### config.mk
export PLATFORM = sky130hd
export DESIGN_NAME = pm_sensor_frame_parser_core
export DESIGN_NICKNAME = d
export VERILOG_FILES = /design/src/hw/rtl/pmfp_pkg.sv /design/src/hw/rtl/pmfp_frame_fsm.sv /design/src/hw/rtl/pm_sensor_frame_parser_core.sv
export VERILOG_INCLUDE_DIRS = /design/src /design/src/hw/rtl
export SDC_FILE = /design/constraint.sdc
export NUM_CORES = 1
export LEC_CHECK = 0
export ABC_AREA = 1
export BUFFER_PORTS_ARGS = -buffer_cell sky130_fd_sc_hd__buf_2
export CAP_MARGIN = 10
export CORE_ASPECT_RATIO = 2
export CORE_MARGIN = 1.5
export CORE_UTILIZATION = 35
export CTS_BUF_LIST = sky130_fd_sc_hd__clkbuf_4
export DETAILED_ROUTE_END_ITERATION = 12
export HOLD_SLACK_MARGIN = 0.08
export PLACE_DENSITY = 0.55
export REMOVE_ABC_BUFFERS = 1
export SLEW_MARGIN = 20
export SYNTH_ARGS = -nofsm -noshare
export SYNTH_HDL_FRONTEND = slang
export SYNTH_HIERARCHICAL = 1
export SYNTH_SLANG_ARGS = --single-unit
### constraint.sdc
create_clock -name clk_i -period 7.25 [get_ports clk_i]
set_input_delay 0.3625 -clock clk_i [delete_from_list [all_inputs] [get_ports clk_i]]
set_output_delay 0.3625 -clock clk_i [all_outputs]
set_load 0.02 [all_outputs]
### src/hw/rtl/pm_sensor_frame_parser_core_assert.svh
// ----------------------------------------------------------------------------
// Particle sensor frame parser assertion macros
// Concurrent assertion wrappers used by the parser core RTL.
// ----------------------------------------------------------------------------
`ifndef PM_SENSOR_FRAME_PARSER_CORE_ASSERT_SVH
`define PM_SENSOR_FRAME_PARSER_CORE_ASSERT_SVH

// assertion sampled on clk_i, off while rst_ni is low
`define PMFP_ASSERT(lbl, prop) \
  lbl: assert property (@(posedge clk_i) disable iff (!rst_ni) prop) \
    else $error("pmfp assertion failed");

// assertion sampled on clk_i at every edge, reset included
`define PMFP_ASSERT_ALWAYS(lbl, prop) \
  lbl: assert property (@(posedge clk_i) prop) \
    else $error("pmfp assertion failed");

`endif

### src/hw/rtl/pmfp_pkg.sv
// ----------------------------------------------------------------------------
// Particle sensor frame parser package
// Status codes, frame constants, the result bundle and the ack byte lookup.
// ----------------------------------------------------------------------------
`default_nettype none

package pmfp_pkg;

  localparam logic [7:0] HDR_FIRST  = 8'h42;
  localparam logic [7:0] HDR_SECOND = 8'h4D;
  localparam int unsigned ACK_LEN    = 7;
  localparam int unsigned FIELD_FIRST = 4;
  localparam int unsigned FIELD_LAST  = 15;
  localparam int unsigned NUM_FIELDS  = 6;

  typedef enum logic [2:0] {
    STATUS_NONE    = 3'd0,
    STATUS_DATA_OK = 3'd1,
    STATUS_ACK_OK  = 3'd2,
    STATUS_CSUM_ERR = 3'd3,
    STATUS_HDR_ERR = 3'd4
  } status_e;

  typedef struct packed {
    status_e                         status;
    logic [NUM_FIELDS-1:0][15:0]     pm;
  } result_t;

  // expected acknowledge byte at positions 0..6
  function automatic logic [7:0] ack_byte(input logic [2:0] idx);
    logic [7:0] val;
    unique case (idx)
      3'd0:    val = 8'h42;
      3'd1:    val = 8'h4D;
      3'd2:    val = 8'h00;
      3'd3:    val = 8'h04;
      3'd4:    val = 8'hE1;
      3'd5:    val = 8'h00;
      3'd6:    val = 8'h01;
      default: val = 8'h00;
    endcase
    return val;
  endfunction

endpackage

`default_nettype wire

### src/hw/rtl/pmfp_frame_fsm.sv
// ----------------------------------------------------------------------------
// Particle sensor frame tracker
// Header hunt, byte position, checksum and field capture, one byte per step.
// ----------------------------------------------------------------------------
`default_nettype none

module pmfp_frame_fsm #(
  parameter int unsigned FRAME_BYTES = 32
) (
  input  wire logic             clk_i,
  input  wire logic             rst_ni,
  input  wire logic             step_i,
  input  wire logic [7:0]       byte_i,
  input  wire logic             ack_mode_i,
  output pmfp_pkg::result_t     result_o
);

  localparam int unsigned CNT_W = $clog2(FRAME_BYTES);
  localparam logic [CNT_W-1:0] POS_LAST = CNT_W'(FRAME_BYTES - 1);
  localparam logic [CNT_W-1:0] POS_CSUM = CNT_W'(FRAME_BYTES - 2);
  localparam logic [CNT_W-1:0] POS_ACK  = CNT_W'(pmfp_pkg::ACK_LEN);
  localparam logic [CNT_W-1:0] POS_FLD0 = CNT_W'(pmfp_pkg::FIELD_FIRST);
  localparam logic [CNT_W-1:0] POS_FLDN = CNT_W'(pmfp_pkg::FIELD_LAST);

  logic             collecting_q, collecting_d;
  logic [CNT_W-1:0] cnt_q, cnt_d;
  logic [15:0]      sum_q, sum_d;
  logic [7:0]       prev_q;
  logic             ack_match_q, ack_match_d;
  logic [7:0]       csum_hi_q, csum_hi_d;
  logic [7:0]       field_hi_q [pmfp_pkg::NUM_FIELDS];
  logic [7:0]       field_lo_q [pmfp_pkg::NUM_FIELDS];

  logic             restart;
  logic [CNT_W-1:0] pos;
  logic [CNT_W-1:0] pos_off;
  logic [2:0]       fld_idx;
  logic [15:0]      sum_base;
  logic             match_base;
  logic             fld_we;
  pmfp_pkg::status_e status;

  assign restart    = collecting_q && (byte_i == pmfp_pkg::HDR_SECOND)
                      && (prev_q == pmfp_pkg::HDR_FIRST);
  assign pos        = restart ? CNT_W'(1) : cnt_q;
  assign sum_base   = restart ? 16'(pmfp_pkg::HDR_FIRST) : sum_q;
  assign match_base = restart ? 1'b1 : ack_match_q;
  assign pos_off    = pos - POS_FLD0;
  assign fld_idx    = pos_off[3:1];

  always_comb begin
    collecting_d = collecting_q;
    cnt_d        = cnt_q;
    sum_d        = sum_q;
    ack_match_d  = ack_match_q;
    csum_hi_d    = csum_hi_q;
    status       = pmfp_pkg::STATUS_NONE;
    fld_we       = 1'b0;
    if (!collecting_q) begin
      if (byte_i == pmfp_pkg::HDR_FIRST) begin
        collecting_d = 1'b1;
        cnt_d        = CNT_W'(1);
        sum_d        = 16'(pmfp_pkg::HDR_FIRST);
        ack_match_d  = 1'b1;
      end
    end else if ((pos == CNT_W'(1)) && (byte_i != pmfp_pkg::HDR_SECOND)) begin
      collecting_d = 1'b0;
      status       = pmfp_pkg::STATUS_HDR_ERR;
    end else if (ack_mode_i && (pos == POS_ACK)) begin
      collecting_d = 1'b0;
      status       = match_base ? pmfp_pkg::STATUS_ACK_OK : pmfp_pkg::STATUS_HDR_ERR;
    end else if (pos >= POS_LAST) begin
      collecting_d = 1'b0;
      status       = ({csum_hi_q, byte_i} == sum_base) ? pmfp_pkg::STATUS_DATA_OK
                                                       : pmfp_pkg::STATUS_CSUM_ERR;
    end else begin
      ack_match_d = match_base;
      if ((pos >= CNT_W'(2)) && (pos < POS_ACK)
          && (byte_i != pmfp_pkg::ack_byte(pos[2:0]))) begin
        ack_match_d = 1'b0;
      end
      fld_we = (pos >= POS_FLD0) && (pos <= POS_FLDN);
      if (pos < POS_CSUM) begin
        sum_d = sum_base + 16'(byte_i);
      end else begin
        sum_d     = sum_base;
        csum_hi_d = byte_i;
      end
      cnt_d = pos + CNT_W'(1);
    end
  end

  always_ff @(posedge clk_i or negedge rst_ni) begin
    if (!rst_ni) begin
      collecting_q <= 1'b0;
      cnt_q        <= '0;
      sum_q        <= '0;
      prev_q       <= '0;
      ack_match_q  <= 1'b1;
    end else if (step_i) begin
      collecting_q <= collecting_d;
      cnt_q        <= cnt_d;
      sum_q        <= sum_d;
      prev_q       <= byte_i;
      ack_match_q  <= ack_match_d;
    end
  end

  always_ff @(posedge clk_i) begin
    if (step_i) begin
      csum_hi_q <= csum_hi_d;
      if (fld_we) begin
        if (pos[0]) begin
          field_lo_q[fld_idx] <= byte_i;
        end else begin
          field_hi_q[fld_idx] <= byte_i;
        end
      end
    end
  end

  always_comb begin
    result_o.status = status;
    for (int i = 0; i < pmfp_pkg::NUM_FIELDS; i++) begin
      result_o.pm[i] = (status == pmfp_pkg::STATUS_DATA_OK) ?
                       {field_hi_q[i], field_lo_q[i]} : 16'h0000;
    end
  end

endmodule

`default_nettype wire

### src/hw/rtl/pm_sensor_frame_parser_core.sv
// Output: a result is registered and appears in the cycle after its byte is accepted.
// Throughput: one byte per cycle; the result register frees as it is taken,
// so in_ready_o drops only while a result waits with out_ready_i low.
// Reset: asynchronous, active low; parser hunts for a header, ack_mode is 0,
// no result pending.
// ----------------------------------------------------------------------------
// Particle sensor frame parser core
// Byte-stream frame parser with checksum check and acknowledge mode.
// ----------------------------------------------------------------------------
`default_nettype none

`include "pm_sensor_frame_parser_core_assert.svh"

module pm_sensor_frame_parser_core #(
  parameter int unsigned FRAME_BYTES = 32
) (
  input  wire logic        clk_i,
  input  wire logic        rst_ni,
  input  wire logic        cfg_valid_i,
  output logic             cfg_ready_o,
  input  wire logic        cfg_ack_mode_i,
  input  wire logic        in_valid_i,
  output logic             in_ready_o,
  input  wire logic [7:0]  rx_byte_i,
  output logic             out_valid_o,
  input  wire logic        out_ready_i,
  output logic [2:0]       status_o,
  output logic [15:0]      pm1_cf1_o,
  output logic [15:0]      pm25_cf1_o,
  output logic [15:0]      pm10_cf1_o,
  output logic [15:0]      pm1_atm_o,
  output logic [15:0]      pm25_atm_o,
  output logic [15:0]      pm10_atm_o
);

  logic              ack_mode_q;
  logic              out_valid_q;
  logic              in_fire;
  pmfp_pkg::result_t result;
  pmfp_pkg::result_t result_q;

  assign cfg_ready_o = 1'b1;
  assign in_ready_o  = !out_valid_q || out_ready_i;
  assign in_fire     = in_valid_i && in_ready_o;

  pmfp_frame_fsm #(
    .FRAME_BYTES (FRAME_BYTES)
  ) u_fsm (
    .clk_i      (clk_i),
    .rst_ni     (rst_ni),
    .step_i     (in_fire),
    .byte_i     (rx_byte_i),
    .ack_mode_i (ack_mode_q),
    .result_o   (result)
  );

  always_ff @(posedge clk_i or negedge rst_ni) begin
    if (!rst_ni) begin
      ack_mode_q  <= 1'b0;
      out_valid_q <= 1'b0;
    end else begin
      if (cfg_valid_i) begin
        ack_mode_q <= cfg_ack_mode_i;
      end
      if (in_fire) begin
        out_valid_q <= 1'b1;
      end else if (out_ready_i) begin
        out_valid_q <= 1'b0;
      end
    end
  end

  always_ff @(posedge clk_i) begin
    if (in_fire) begin
      result_q <= result;
    end
  end

  assign out_valid_o = out_valid_q;
  assign status_o    = 3'(result_q.status);
  assign pm1_cf1_o   = result_q.pm[0];
  assign pm25_cf1_o  = result_q.pm[1];
  assign pm10_cf1_o  = result_q.pm[2];
  assign pm1_atm_o   = result_q.pm[3];
  assign pm25_atm_o  = result_q.pm[4];
  assign pm10_atm_o  = result_q.pm[5];

  // every accepted request leaves a result behind
  `PMFP_ASSERT(a_req_gives_result, in_valid_i && in_ready_o |=> out_valid_o)
  // particle values only travel with a good data frame
  `PMFP_ASSERT(a_fields_zero, out_valid_o && (status_o != 3'(pmfp_pkg::STATUS_DATA_OK))
    |-> (pm1_cf1_o == 16'h0000) && (pm25_cf1_o == 16'h0000) && (pm10_cf1_o == 16'h0000)
        && (pm1_atm_o == 16'h0000) && (pm25_atm_o == 16'h0000) && (pm10_atm_o == 16'h0000))
  // a waiting result blocks new requests
  `PMFP_ASSERT_ALWAYS(a_stall_blocks, !in_ready_o |-> out_valid_o && !out_ready_i)

endmodule

`default_nettype wire

======== Yosys cells after proc, flatten, opt, wreduce, memory -nomap -nowiden ========
Memory sizes are Yosys's and may differ from the RTL's. A register that Yosys moved wholly into a read port is not among the register bits.
Index checks and enable logic that the tools add are counted.
storage, ports and cells
  register bits after elaboration ......... 44
  memories ................................ 2
  output and inout bits ................... 102
  memory bits (writable) .................. 96
  bits of input ports ..................... 14
  word-level logic and storage cells ...... 117
memories
  memory            words  bits a word  read ports  clocked after Yosys merged registers in  wr ports  line                  source
  u_fsm.field_hi_q  6      8            6           6                                        1         pmfp_frame_fsm.sv:31  logic [7:0] field_hi_q [pmfp_pkg::NUM_FIELDS];
  u_fsm.field_lo_q  6      8            6           6                                        1         pmfp_frame_fsm.sv:32  logic [7:0] field_lo_q [pmfp_pkg::NUM_FIELDS];
operators by class
  reductions and logical operators ........ 27
  $lt $le $gt $ge ......................... 6
  add/subtract/negate cells ............... 3
  equality and inequality tests ........... 16
  bitwise logic cells ..................... 4
  multiplexer cells ....................... 50
operator list
  cell                                                                              count
  16-bit two-way mux                                                                7
  8-bit case mux with 5 select lines                                                1
  8-bit two-way mux                                                                 4
  5-bit two-way mux                                                                 6
  1-bit two-way mux                                                                 26
  8-bit by 7-bit equality test with 1-bit output, second input constant             3
  16-bit by 8-bit adder with 16-bit output                                          1
  16-bit equality test                                                              1
  3-bit two-way mux                                                                 5
  1-bit logical NOT                                                                 13
  1-bit logical AND                                                                 8
  8-bit by 7-bit != test with 1-bit output, second input constant                   1
  8-bit != test                                                                     1
  3-bit by 1-bit equality test with 1-bit output, second input constant             2
  3-bit equality test, second input constant                                        2
  2-bit != test, second input constant                                              3
  6-bit AND reduction                                                               1
  5-bit by 1-bit adder with 5-bit output, second input constant                     1
  5-bit by 1-bit equality test with 1-bit output, second input constant             1
  5-bit by 3-bit equality test with 1-bit output, second input constant             1
  5-bit by 2-bit >= comparator with 1-bit output, second input constant             1
  5-bit by 3-bit >= comparator with 1-bit output, second input constant             1
  5-bit >= comparator, second input constant                                        1
  5-bit by 4-bit less-or-equal comparator with 1-bit output, second input constant  1
  10 further kinds                                                                  14

======== Logic depth before layout (Yosys ltp) ========
  word-level depth ........................ 17
  mapped depth ............................ 22
  depth with buffers taken out ............ 21

======== By module ========
The synthesis kept the hierarchy.
modules (own cells, without submodules)
  module                       times used  cells an instance  sequential area each (sq um)  area each (sq um)
  pmfp_frame_fsm               1           700                3900.0                        6800.3
  pm_sensor_frame_parser_core  1           111                3022.9                        3066.7

======== Worst setup path before layout ========
OpenSTA, ideal clock, no wires.
  path type ............................... register to register
  from .................................... register out_valid_q (netlist: out_valid_o)
  to ...................................... memory u_fsm.field_hi_q[5][0], enable pin
  period minus slack after synthesis ...... 7.218 ns
  data arrival time ....................... 6.848 ns
  path buffers ............................ 0
  data required time ...................... 6.880 ns
  cell stages (with the launch flop) ...... 8
  path slack .............................. 0.032 ns
  setup time .............................. 0.370 ns
  cell sequence ........................... dfrtp_1 -> a21oi_1 -> nand2_1 -> nor2_1 -> inv_1 -> nor2_1 -> nand2_1 -> nor2_1
on the way
  word-level cells in the longest chain between the ends .. 5
ends and longest elaborated chain
  item                                     line                               source
  start, declared                          pm_sensor_frame_parser_core.sv:37  logic out_valid_q;
  start signal, assigned                   pm_sensor_frame_parser_core.sv:60  out_valid_q <= 1'b0;
  start signal, assigned                   pm_sensor_frame_parser_core.sv:66  out_valid_q <= 1'b1;
  start signal, assigned                   pm_sensor_frame_parser_core.sv:68  out_valid_q <= 1'b0;
  1-bit logical NOT                        pm_sensor_frame_parser_core.sv:43  assign in_ready_o = !out_valid_q || out_ready_i;
  1-bit logical OR                         pm_sensor_frame_parser_core.sv:43
  1-bit logical AND                        pm_sensor_frame_parser_core.sv:44  assign in_fire = in_valid_i && in_ready_o;
  named net in_fire                        pm_sensor_frame_parser_core.sv:38  logic in_fire;
  1-bit two-way mux                        pmfp_frame_fsm.sv:110              if (step_i) begin
  1-bit two-way mux (not written as such)  pmfp_frame_fsm.sv:116              field_hi_q[fld_idx] <= byte_i;
  end, declared                            pmfp_frame_fsm.sv:31
The timed path passes the listed nets, and every way through them passes these cells.

======== Worst setup path in the final report ========
  from .................................... register u_fsm.collecting_q
  to ...................................... register pm25_cf1_o[12] (netlist name)
on the way
  word-level cells in the longest chain between the ends .. 11
  elaborated cells between the ends (all ways) .. 19
  those cells by class .................... 1 x order compare; 4 x eq/ne; 9 x mux; 5 x reduce/logical
ends and longest elaborated chain
  item                                                line                   source
  start, declared                                     pmfp_frame_fsm.sv:25   logic collecting_q, collecting_d;
  start signal, assigned                              pmfp_frame_fsm.sv:101  collecting_q <= collecting_d;
  1-bit logical AND                                   pmfp_frame_fsm.sv:43   assign restart = collecting_q && (byte_i == pmfp_pkg::HDR_SECOND)
  1-bit logical AND                                   pmfp_frame_fsm.sv:44   && (prev_q == pmfp_pkg::HDR_FIRST);
  16-bit two-way mux                                  pmfp_frame_fsm.sv:46   assign sum_base = restart ? 16'(pmfp_pkg::HDR_FIRST) : sum_q;
  16-bit equality test                                pmfp_frame_fsm.sv:74   status = ({csum_hi_q, byte_i} == sum_base) ? pmfp_pkg::STATUS_DATA_OK
  2-bit two-way mux                                   pmfp_frame_fsm.sv:74
  3-bit two-way mux                                   pmfp_frame_fsm.sv:72   end else if (pos >= POS_LAST) begin
  3-bit two-way mux                                   pmfp_frame_fsm.sv:69   end else if (ack_mode_i && (pos == POS_ACK)) begin
  3-bit two-way mux                                   pmfp_frame_fsm.sv:66   end else if ((pos == CNT_W'(1)) && (byte_i != pmfp_pkg::HDR_SECOND)) begin
  3-bit two-way mux (*)                               pmfp_frame_fsm.sv:59   if (!collecting_q) begin
  3-bit by 1-bit equality test with 1-bit output (*)  pmfp_frame_fsm.sv:125  result_o.pm[i] = (status == pmfp_pkg::STATUS_DATA_OK) ?
  1-bit logical NOT (no source line) (*)              n/a
Mark *: on every way between the ends. The rest lies on a longest branch, timed or not.
A chain may end at the register's enable or synchronous reset.

==> impl_metrics.tcl <==
set metrics [dict create \
    status "finished, final reports clean" \
    hpwlAfterDp_um 14700 \
    p_leak_nw 5.00 \
    syn_to_final_growth_pct 16.5 \
    setup_viol 0 \
    grt_max_degree 79 \
    dieArea_sq_mm 0.0293 \
    skew_ns 0.0282 \
    synthSimpleGateAreaFrac 0.167 \
    cts_tree "yes" \
    ys_top_cells_by_area "edfxtp_1 (62%), dfrtp_1 (8.1%), inv_1 (5.7%)" \
    nFillCells 2680 \
    hold_viol 0 \
    num_rows 86 \
    cts_resized 0 \
    max_cap_viol_count 0 \
    root_buffer "clkbuf_4" \
    grt.overflow.total 0 \
    pre_cts_slack_ns 2.85 \
    min_period_over_period 0.557 \
    syn_inst 811 \
    h-tree-depth 2 \
    cts_setup_buffers 0 \
    drive_gt1_frac 0.254 \
    place.gp.congestion 0.896 \
    path_cells "inv_2 -> nor2_1 -> nand3_1 -> nor2_2 -> nand2_2 -> nand2_1 -> nor2_1 -> nand2_1 -> nor2_1 -> ha_1 -> a21oi_1 -> o21bai_1 -> nand2_1 -> nand2_2 -> nand2_8 -> buf_4 -> nor2_1" \
    grt_antenna_before_repair 1 \
    critPathMaxStageDelay_ns 0.52 \
    fin_nets 1001 \
    port-buffer-count 114 \
    rsz0062_at_grt "no" \
    grt_pass1_wl_um 32900 \
    yosysTopAreaCell "edfxtp_1" \
    path_max_fanout 78 \
    drtAntennaViolNets 0 \
    maxSlewHeadroom 0.295 \
    ioPinCount 116 \
    clock_path_buffers 3 \
    setup_tns_ns 0 \
    cts.sinks 236 \
    initial_core_util 0.357 \
    worstMarginPinSlew_ns 1.05 \
    vias 6096 \
    multi_input_area_sq_mm 0.00221 \
    synth_top_area_frac 0.618 \
    grt_pass1_vias 6127 \
    ys.flop_type "edfxtp_1" \
    synth_cell_types 40 \
    synth_top_family_by_area "simple AND/OR/NAND/NOR gates" \
    synthArstFlopShare 0.140 \
    synthXorXnorAreaFrac 0.00710 \
    crit_slowest_cell "buf_4" \
    dr.pass1.iters 5 \
    synth-seq-cells 236 \
    timing.fmax_ghz 0.248 \
    synth_edf_count 203 \
    die_h_um 240 \
    cp_common_cell "nor2_1" \
    insertion_delay_ns 0.66 \
    final-max-slew-violation-count 0 \
    wl_um 21600 \
    synth_compound_area_frac 0.0289 \
    syn_area_per_cell_sq_um 12.2 \
    power_density_mw_per_mm2 234 \
    grt.total_usage 0.151 \
    cp-end-kind "register" \
    cp.required_ns 7.63 \
    synth_area_sq_mm 0.00987 \
    clk_pin_slew_ns 0.07 \
    drt_iter0_drc 296 \
    numCtsBuffers 52 \
    reg2reg_slack_ns 3.21 \
    irDropWorstVdd_mv 0.0687 \
    via_per_inst 4.47 \
    synth_fa_ha_area_frac 0.0185 \
    synthMuxAreaShare 0 \
    fin_ws_ns 3.21 \
    hp-class "in -> reg" \
    synthMostInstantiatedCell "edfxtp_1" \
    drc_errors 0 \
    ys_seq_area_frac 0.702 \
    regArea_sq_mm 0.00692 \
    dieWidth_um 122 \
    criticalPathCategory "reg -> reg" \
    placed_area_sq_mm 0.0108 \
    holdWs_ns 0.160 \
    wire_per_inst_um 15.8 \
    design_area_sq_mm 0.0115 \
    fin_crit_ns 4.04 \
    synthTopCellsByCount "edfxtp_1 (203), inv_1 (149), nor2_1 (125)" \
    setup.worst_path.start_class "register" \
    arrival_ns 4.42 \
    coreArea_sq_mm 0.0277 \
    ys_warn_count 6 \
    final_util 0.416 \
]
cell type report:
cell class / instances / area share
diodes: 1 / 0.000218
clock buffers: 73 / 0.0477
clock inverters: 20 / 0.00936
inverters: 154 / 0.0503
multi-input cells: 402 / 0.192
flip-flops and latches: 236 / 0.602
well taps: 352 / 0.0383
repair buffers: 127 / 0.0592
power breakdown:
group	leakage, nW	switching [mW]	total, mW	internal (mW)
Sequential	2.32	0.0153	1.52	1.51
Combinational	2.29	0.122	0.166	0.0440
Clock	0.397	0.493	0.997	0.503
Total	5.00	0.631	2.69	2.06
registers in the layout (all words and copies together) (netlist names):
register,cells
ack_mode_q,1
out_valid_o,1
pm10_atm_o,16
pm10_cf1_o,16
pm1_atm_o,16
pm1_cf1_o,16
pm25_atm_o,16
pm25_cf1_o,16
status_o,3
u_fsm/ack_match_q,1
u_fsm/cnt_q,5
u_fsm/collecting_q,1
u_fsm/csum_hi_q,8
u_fsm/field_hi_q,48
u_fsm/field_lo_q,48
u_fsm/prev_q,8
u_fsm/sum_q,16
metal layers:
layer  GRT usage  share of wire
met4      0.0795          0.034
met5           0              0
met2       0.296           0.58
met3      0.0235          0.043
met1       0.146           0.34
cell usage in the layout (no fill, tap or decap), types with 2 or more instances in the layout:
cell type and n:
o21ai_0 19, inv_1 149, dlygate4sd3_1 5, nand3b_1 5, nor2_4 41, buf_4 8, clkbuf_4 73, nor2_1 125
nand3_1 27, clkinv_1 14, a21oi_1 14, nand2_2 3, nand2_1 110, dfrtp_1 32, nor2_2 2, buf_2 114
edfxtp_1 203, inv_2 5, xor2_1 7, ha_1 13, nor4_1 2, o21bai_1 5, clkinv_2 5, nand4_1 8
o21ai_1 2, o22ai_1 5
per-stage QoR:
step,total power [mW],cells
finish,2.69,1365
detailed placement,1.72,1266
CTS,2.73,1364
global placement,1.72,1266
global route,2.81,1365
floorplan,1.65,792
worst max-delay path, delay by kind of cell, from the launching register on:
family	cells	cell delay [ns]
simple gates	12	2.05
buf+inv	2	0.62
flops	1	0.46
compound gates	2	0.25
fa+ha+maj	1	0.18
logic make-up (layout without fill, tap and decap cells):
family | after synthesis | in the layout
compound gates | 51 | 51
xor+xnor | 8 | 8
fa+ha+maj | 14 | 14
buf+inv | 173 | 374
flops | 236 | 236
other cells | 1 | 2
simple gates | 328 | 328
what timing repair did:
action                                  CTS  global route
endpoints found under the hold margin    34             0
hold buffers                              5             0
endpoints found under the setup margin    0             0
path summary, 6_finish.rpt:
path                                          from                endpoint  depth (start not counted)
worst max-delay path            u_fsm/collecting_q          pm25_cf1_o[12]                         17
worst min-delay path                  rx_byte_i[3]  u_fsm/field_lo_q[0][3]                          1
worst max register to register  u_fsm/collecting_q          pm25_cf1_o[12]                         17
worst min register to register      u_fsm/sum_q[3]          u_fsm/sum_q[3]                          2
max in group asynchronous                   rst_ni         u_fsm/prev_q[5]                          2
min in group asynchronous                   rst_ni          u_fsm/sum_q[9]                          2
(Power assumes the default switching activity.)
